**src/sv/rpt_pkg.sv**
```systemverilog
// shared types and constants for the rectangle placement table
package rpt_pkg;

	localparam int MAX_ENTRIES = 64;
	localparam int COORD_BITS  = 12;
	localparam int ID_BITS     = 8;
	localparam int COUNT_BITS  = $clog2(MAX_ENTRIES + 1);

	typedef enum logic [1:0] {
		CMD_PLACE  = 2'd0,
		CMD_REMOVE = 2'd1,
		CMD_MOVE   = 2'd2,
		CMD_QUERY  = 2'd3
	} cmd_t;

	typedef enum logic [1:0] {
		ST_OK      = 2'd0,
		ST_OVERLAP = 2'd1,
		ST_MISS    = 2'd2,
		ST_FULL    = 2'd3
	} status_t;

	// command as seen by every cell
	typedef struct packed {
		cmd_t                  cmd;
		logic [ID_BITS-1:0]    id;
		logic [COORD_BITS-1:0] x;
		logic [COORD_BITS-1:0] y;
		logic [COORD_BITS-1:0] w;
		logic [COORD_BITS-1:0] h;
	} bcast_t;

	typedef struct packed {
		logic find_en;
		logic commit_en;
	} ctrl_t;

	// selected cell contents, zero from cells that are not selected
	typedef struct packed {
		logic [ID_BITS-1:0]    id;
		logic [COORD_BITS-1:0] w;
		logic [COORD_BITS-1:0] h;
	} sel_info_t;

	function automatic logic spans_meet(
		input logic [COORD_BITS-1:0] a, input logic [COORD_BITS-1:0] alen,
		input logic [COORD_BITS-1:0] b, input logic [COORD_BITS-1:0] blen);
		logic [COORD_BITS:0] a_end;
		logic [COORD_BITS:0] b_end;
		a_end = {1'b0, a} + {1'b0, alen};
		b_end = {1'b0, b} + {1'b0, blen};
		return ({1'b0, a} < b_end) && ({1'b0, b} < a_end);
	endfunction

endpackage

```
**src/sv/rpt_cell.sv**
```systemverilog
// one table slot: stored rectangle, match logic and priority chain link
module rpt_cell (
	input  logic                clk,
	input  logic                arst_n,
	input  rpt_pkg::bcast_t     bcast,
	input  rpt_pkg::ctrl_t      ctrl,
	input  logic                chain_in,
	output logic                chain_out,
	output logic                ovl,
	output rpt_pkg::sel_info_t  sel_info
);

	logic                           valid_q;
	logic                           sel_q;
	logic [rpt_pkg::ID_BITS-1:0]    id_q;
	logic [rpt_pkg::COORD_BITS-1:0] x_q, y_q, w_q, h_q;
	logic                           want;
	logic                           take;
	logic                           covers;
	logic [rpt_pkg::COORD_BITS:0]   x_end, y_end;

	always_comb begin
		x_end  = {1'b0, x_q} + {1'b0, w_q};
		y_end  = {1'b0, y_q} + {1'b0, h_q};
		covers = ({1'b0, bcast.x} >= {1'b0, x_q}) && ({1'b0, bcast.x} < x_end) &&
			({1'b0, bcast.y} >= {1'b0, y_q}) && ({1'b0, bcast.y} < y_end);
		case (bcast.cmd)
			rpt_pkg::CMD_PLACE: want = !valid_q;
			rpt_pkg::CMD_QUERY: want = valid_q && covers;
			default:            want = valid_q && (id_q == bcast.id);
		endcase
	end

	// first wanting cell in slot order takes the selection
	assign chain_out = chain_in || want;
	assign take      = want && !chain_in;

	assign ovl = valid_q && !sel_q &&
		rpt_pkg::spans_meet(bcast.x, bcast.w, x_q, w_q) &&
		rpt_pkg::spans_meet(bcast.y, bcast.h, y_q, h_q);

	// contents of the cell that wins the chain this cycle
	assign sel_info.id = take ? id_q : '0;
	assign sel_info.w  = take ? w_q  : '0;
	assign sel_info.h  = take ? h_q  : '0;

	always_ff @(posedge clk or negedge arst_n) begin
		if (!arst_n) begin
			valid_q <= 1'b0;
			sel_q   <= 1'b0;
		end else begin
			if (ctrl.find_en) begin
				sel_q <= take;
			end
			if (ctrl.commit_en && sel_q) begin
				case (bcast.cmd)
					rpt_pkg::CMD_PLACE:  valid_q <= 1'b1;
					rpt_pkg::CMD_REMOVE: valid_q <= 1'b0;
					default:             valid_q <= valid_q;
				endcase
			end
		end
	end

	always_ff @(posedge clk) begin
		if (ctrl.commit_en && sel_q) begin
			if (bcast.cmd == rpt_pkg::CMD_PLACE) begin
				id_q <= bcast.id;
				w_q  <= bcast.w;
				h_q  <= bcast.h;
			end
			if (bcast.cmd == rpt_pkg::CMD_PLACE || bcast.cmd == rpt_pkg::CMD_MOVE) begin
				x_q <= bcast.x;
				y_q <= bcast.y;
			end
		end
	end

endmodule

```
**config.mk**
```make
export PLATFORM = sky130hd
export DESIGN_NAME = rpt_cell
export DESIGN_NICKNAME = d
export VERILOG_FILES = /design/src/sv/rpt_pkg.sv /design/src/sv/rpt_cell.sv
export SDC_FILE = /design/constraint.sdc
export NUM_CORES = 1
export LEC_CHECK = 0
export CAP_MARGIN = 20
export CORE_ASPECT_RATIO = 1.1
export CORE_MARGIN = 8
export CORE_UTILIZATION = 44
export DETAILED_ROUTE_END_ITERATION = 6
export DONT_BUFFER_PORTS = 1
export SLEW_MARGIN = 0
export SYNTH_ARGS = -nofsm -noshare
export SYNTH_HDL_FRONTEND = slang
export SYNTH_SLANG_ARGS = --single-unit
```
**constraint.sdc**
```tcl
create_clock -name clk -period 3.7 [get_ports clk]
set_input_delay 0.555 -clock clk [delete_from_list [all_inputs] [get_ports clk]]
set_output_delay 0.555 -clock clk [all_outputs]
set_load 0.005 [all_outputs]
```
; ---- Word-level counts from Yosys, hierarchy flattened
; Index checks and enable logic that the tools add are counted.
[totals]
input_bits = 63
output_inout_bits = 34
elab_cells = 48
reg_bits = 58
[op_classes]
n_reduce_logical = 22
magnitude_cmp = 6
n_eq_ne = 4
n_addsub = 4
muxes = 5
[op_table]
columns = op, n
row1 = 12-bit by 12-bit adder with 13-bit output, 4
row2 = 12-bit by 13-bit less-than comparator with 1-bit output, 4
row3 = 12-bit >= comparator, 2
row4 = 12-bit two-way mux, 2
row5 = 1-bit logical AND, 12
row6 = 8-bit == test, 1
row7 = 8-bit two-way mux, 1
row8 = 2-bit AND reduction, 3
row9 = 2-bit == test (second input constant), 2
row10 = 1-bit one-hot mux with 2 select lines, 2
row11 = 1-bit logical NOT, 3
row12 = 2-bit by 1-bit == test with 1-bit output (second input constant), 1
row13 = 2-bit logical NOT, 1
row14 = 1-bit logical OR, 2
row15 = 2-bit nonzero test, 1

; ---- Logic depth before layout (Yosys ltp)
[logic_depth]
ltp_word = 9
mapped_depth = 17
ltp_nobuf = 16

; ---- Least setup slack after synthesis
; No wires, ideal clock.
[synth_path]
path_kind = reg-to-output
from = register y_q[1] in the netlist's numbering
to = output port sel_info[11] in the netlist's numbering
arrival_time_ns = 3.379
path_slack_ns = -0.234
stages_incl_launch_ff = 18
path_buffers = 1
cell_sequence = edfxtp_1 -> ha_1 -> a21o_1 -> a21oi_1 -> nor2b_1 -> o41ai_1 -> o21ai_1 -> o41ai_1 -> xor2_1 -> ha_1 -> inv_1 -> o22ai_1 -> nor4_1 -> a211o_1 -> o221ai_2 -> nand2_2 -> buf_6 -> and2_2
[synth_lines]
columns = item, line
row1 = start: declaration, rpt_cell.sv:16  ; logic [rpt_pkg::COORD_BITS-1:0] x_q, y_q, w_q, h_q;
row2 = start signal: assignment, rpt_cell.sv:74  ; y_q <= bcast.y;
row3 = end: declaration, rpt_cell.sv:10  ; output rpt_pkg::sel_info_t sel_info

==> metrics.log <==
[metrics] clk sink count: 58
[metrics] Site Rows: 43
[metrics] total of fill cells in the finished design: 1155
[metrics] root cell of the clock tree: clkbuf_16
[metrics] Max-slew headroom: 0.471
[metrics] combined area of all synthesized cells: 0.00567 mm²
[metrics] crit path from: h_q[1]
[metrics] Final HPWL DP: 12300 µm
[metrics] leakage power: 3.00 nW
[metrics] Final min period: 4.38 ns
[metrics] Data arrival, critical path: 3.83 ns
[metrics] total congestion overflow: 0
[metrics] Synth-to-Final Area Change: 19.5%
[metrics] count of placed standard cells including taps: 783
[metrics] classification of the worst setup path: register to output port
[metrics] cell with the biggest individual delay on the critical path: edfxtp_1
[metrics] number of buffers created by CTS: 9
[metrics] number of failing hold endpoints at the final stage: 0
[metrics] Gate power share: 0.241
[metrics] required time at the endpoint of the critical path: 3.14 ns
[metrics] worst path cell trace: ha_1, a21o_1, a21oi_2, nor2b_2, o41ai_4, o21ai_2, o41ai_2, xor2_1, ha_1, inv_2, o22ai_2, nor4_2, a211o_1, o221ai_2, nand2_2, buf_6, and2_2
[metrics] count of port buffers added during placement: 0
[metrics] Tightest Hold Check Type: input pin to register
[metrics] startpoint types: register
[metrics] total non-filler cell area in the finished layout: 0.00678 mm²
[metrics] detailed-route wire length per cell: 18.5 µm
[metrics] maximum count of clock buffers along a single path: 2
[metrics] count of nets left with antenna violations after detail routing: 0
[metrics] flip-flop cell with the highest count after synthesis: edfxtp_1
[metrics] floorplan core area: 0.0126 mm²
[metrics] First-pass DRT Iterations: 4
[metrics] worst-margin pin slew: 0.793 ns
[metrics] detailed router's first-iteration violation count: 134
[metrics] number of failing setup endpoints in the final timing report: 34
[metrics] share of power burned in registers: 0.380
[metrics] clock power share: 0.379
[metrics] failing checks: negative setup slack
[metrics] Yosys reg bits: 58
[metrics] post-route fraction of the period consumed by the critical path: 1.18
[metrics] Min-Delay Startpoint: bcast[16]
[metrics] Ports: 97
[metrics] beginning of the worst register-to-register path: h_q[1]
[metrics] Cell Pwr Density: 289 mW/mm²
[metrics] Final Max Slew Viols: 0
[metrics] Internal Power: 1.40 mW
[metrics] post-route DRC violation count: 0
[metrics] largest cells by area after synthesis: edfxtp_1 30%, ha_1 26%, xor2_1 4.8%, and2_2 3.4%, a21oi_1 3.3%
[metrics] ANT cells: 0
[metrics] Post-Syn Nets: 746
[metrics] Syn Area/Cell: 10.1 µm²
[metrics] Util after Layout: 0.538
[metrics] Crit path max-delay family: compound AO/OA/AOI/OAI gates
[metrics] switching part of the total: 0.284
[metrics] number of enable flip-flop cells after synthesis: 56
[metrics] insertion delay to the later sink of the worst-skew pair: 0.34 ns
[metrics] distinct cell type count after synthesis: 55
[metrics] pin count of the biggest net entering global routing: 24
[metrics] setup total negative slack: -22.38 ns
[metrics] category of the worst setup path capture point: output port
[metrics] post-synthesis sequential area ratio: 0.305
[metrics] peak per-stage delay on the critical path: 0.41 ns
[metrics] Post-layout nets: 829
[metrics] Clk pin slew, worst setup/hold paths: 0.05 ns
[metrics] async set-or-reset flop fraction in the synthesized netlist: 0.0345
[metrics] library cell appearing most often on the critical path: ha_1
[metrics] switching component of the power: 557 µW
[metrics] total number of H-tree levels: 3
[metrics] global placement routability congestion: 0.901
[metrics] number of global-route vias before repair: 4856
[metrics] floorplan die width: 124 µm
[metrics] post-route setup slack: -0.682 ns
[metrics] top cell type's share of synthesized area: 0.296
[metrics] Initial Utilization: 0.451
[metrics] Buffers & Inverters on Critical Path: 2
[metrics] CP Max Fanout: 19
[metrics] Peak Freq: 0.228 GHz
[metrics] max cap viols: 0
[metrics] dpl cell area: 0.00637 mm²
[metrics] final clock skew: 0.00362 ns
[metrics] y dimension of the die: 135 µm
[metrics] leading area contributor after synthesis: edfxtp_1
[metrics] full die area: 0.0168 mm²
[metrics] share of final-layout standard cells stronger than drive strength 1: 0.220
[metrics] VDD IR max: 0.000218 V
[metrics] count of synthesis-stage warnings from yosys: 0
[metrics] number of antenna violations at the first check in global routing: 0
[metrics] number of instances in the synthesized netlist: 563
[metrics] CTS tree: built
[metrics] via count: 4519
[metrics] final cell count without fillers: 808
[metrics] unrepaired setup endpoints after global routing: true
[metrics] outcome: complete, but fails checks
[metrics] overall routing resource usage: 0.180
[metrics] first-pass GRT wire length: 24100 µm
[metrics] Detailed Route WL: 14900 µm
[metrics] mean number of vias per cell: 5.59
registers in the layout, summed over array words and instances, names as in the netlist:
| register | cells |
|---|---|
| h_q | 12 |
| id_q | 8 |
| sel_q | 1 |
| valid_q | 1 |
| w_q | 12 |
| x_q | 12 |
| y_q | 12 |
area by class of cell:
class | instances | area, µm² | share of cell area
Sequential cell | 58 | 1730 | 0.256
Tap cell | 157 | 196 | 0.0290
Inverter | 39 | 146 | 0.0216
Clock inverter | 6 | 23.8 | 0.00351
Multi-Input combinational cell | 462 | 3870 | 0.571
Clock buffer | 10 | 229 | 0.0338
Timing Repair Buffer | 76 | 581 | 0.0857
cells in the mapped netlist (all sizes together) (5+ instances only):
| master | n |
|---|---|
| xor2 | 31 |
| nor3 | 12 |
| nand2 | 18 |
| a21oi | 37 |
| edfxtp | 56 |
| nor2 | 36 |
| a211oi | 6 |
| or3 | 5 |
| nor2b | 8 |
| o21a | 12 |
| nand3 | 7 |
| inv | 39 |
| ha | 116 |
| a21o | 13 |
| nand4 | 5 |
| and2 | 32 |
| o211ai | 9 |
| o41ai | 5 |
| nand2b | 12 |
| xnor2 | 14 |
| o21ai | 27 |
worst register-to-register path, cell delays in order (launching register included):
cell,delay [ns]
edfxtp_1,0.41
ha_1,0.30
a21o_1,0.17
a21oi_2,0.17
nor2b_2,0.08
o41ai_4,0.27
o21ai_2,0.12
o41ai_2,0.29
xor2_1,0.14
ha_1,0.31
inv_2,0.04
o22ai_2,0.16
nor4_2,0.06
a211o_1,0.29
o221ai_2,0.21
nand2_2,0.10
buf_6,0.17
mux2_2,0.26
cell usage in the layout, fill, tap and decap left out, types with 7 or more instances in the layout:
master / n
clkbuf_16: 9
xor2_1: 31
ha_1: 116
o21ai_0: 24
edfxtp_1: 56
nor3_1: 11
nand2b_1: 12
and2_2: 26
a21oi_1: 33
buf_4: 73
nand2_1: 17
nor2_1: 34
o211ai_1: 9
nand3_1: 7
inv_1: 38
xnor2_1: 14
o21a_1: 12
nor2b_1: 7
a21o_1: 13
power groups by stage:
stage | Combinational (mW) | Sequential (mW) | Clock [mW]
2_1_floorplan | 0.336 | 0.753 | 0
3_3_place_gp | 0.447 | 0.755 | 0
3_5_place_dp | 0.463 | 0.756 | 0
4_1_cts | 0.477 | 0.743 | 0.751
5_1_grt | 0.539 | 0.745 | 0.773
6_report | 0.473 | 0.743 | 0.742
layer usage:
metal,GRT usage,vias to the layer above,part of all wire
met2,0.338,94,0.52
met3,0.0490,29,0.057
met1,0.178,2114,0.39
met5,0,-,0
met4,0.0904,0,0.035
li1,-,2282,-
final timing paths:
kind / endpoint / slack, ns / depth (start not counted)
worst max-delay path: sel_info[5] / -0.68 / 17
worst min-delay path: w_q[4] / 0.31 / 0
worst max register to register: sel_q / 0.05 / 17
worst min register to register: sel_q / 0.56 / 1
max in group asynchronous: valid_q / 3.12 / 1
min in group asynchronous: sel_q / 0.45 / 1
through the flow:
step	hold slack [ns]	total power, mW	setup WS [ns]
global placement	0.260	1.20	-0.305
detailed placement	0.259	1.22	-0.435
global route	0.296	2.06	-0.928
floorplan	0.259	1.09	-0.0384
finish	0.308	1.96	-0.682
CTS	0.294	1.97	-0.708
cells by family after synthesis:
logic type | share of synthesized area
xor gates and xnor gates | 0.0695
adders and majority gates | 0.270
and+or+nand+nor | 0.146
buffers and inverters | 0.0324
muxes | 0.00198
DFF | 0.305
AOI/OAI and AO/OA | 0.174
what timing repair did:
| action | in CTS | in global routing |
|---|---|---|
| setup endpoints to repair | 35 | 35 |
| hold endpoints to repair | 2 | 0 |
| pin swaps | 5 | 1 |
| gates resized for setup | 16 | 2 |
| hold buffers | 1 | 0 |
| buffers inserted | 8 | 0 |
Note: power is estimated with default switching activity, not from simulation.
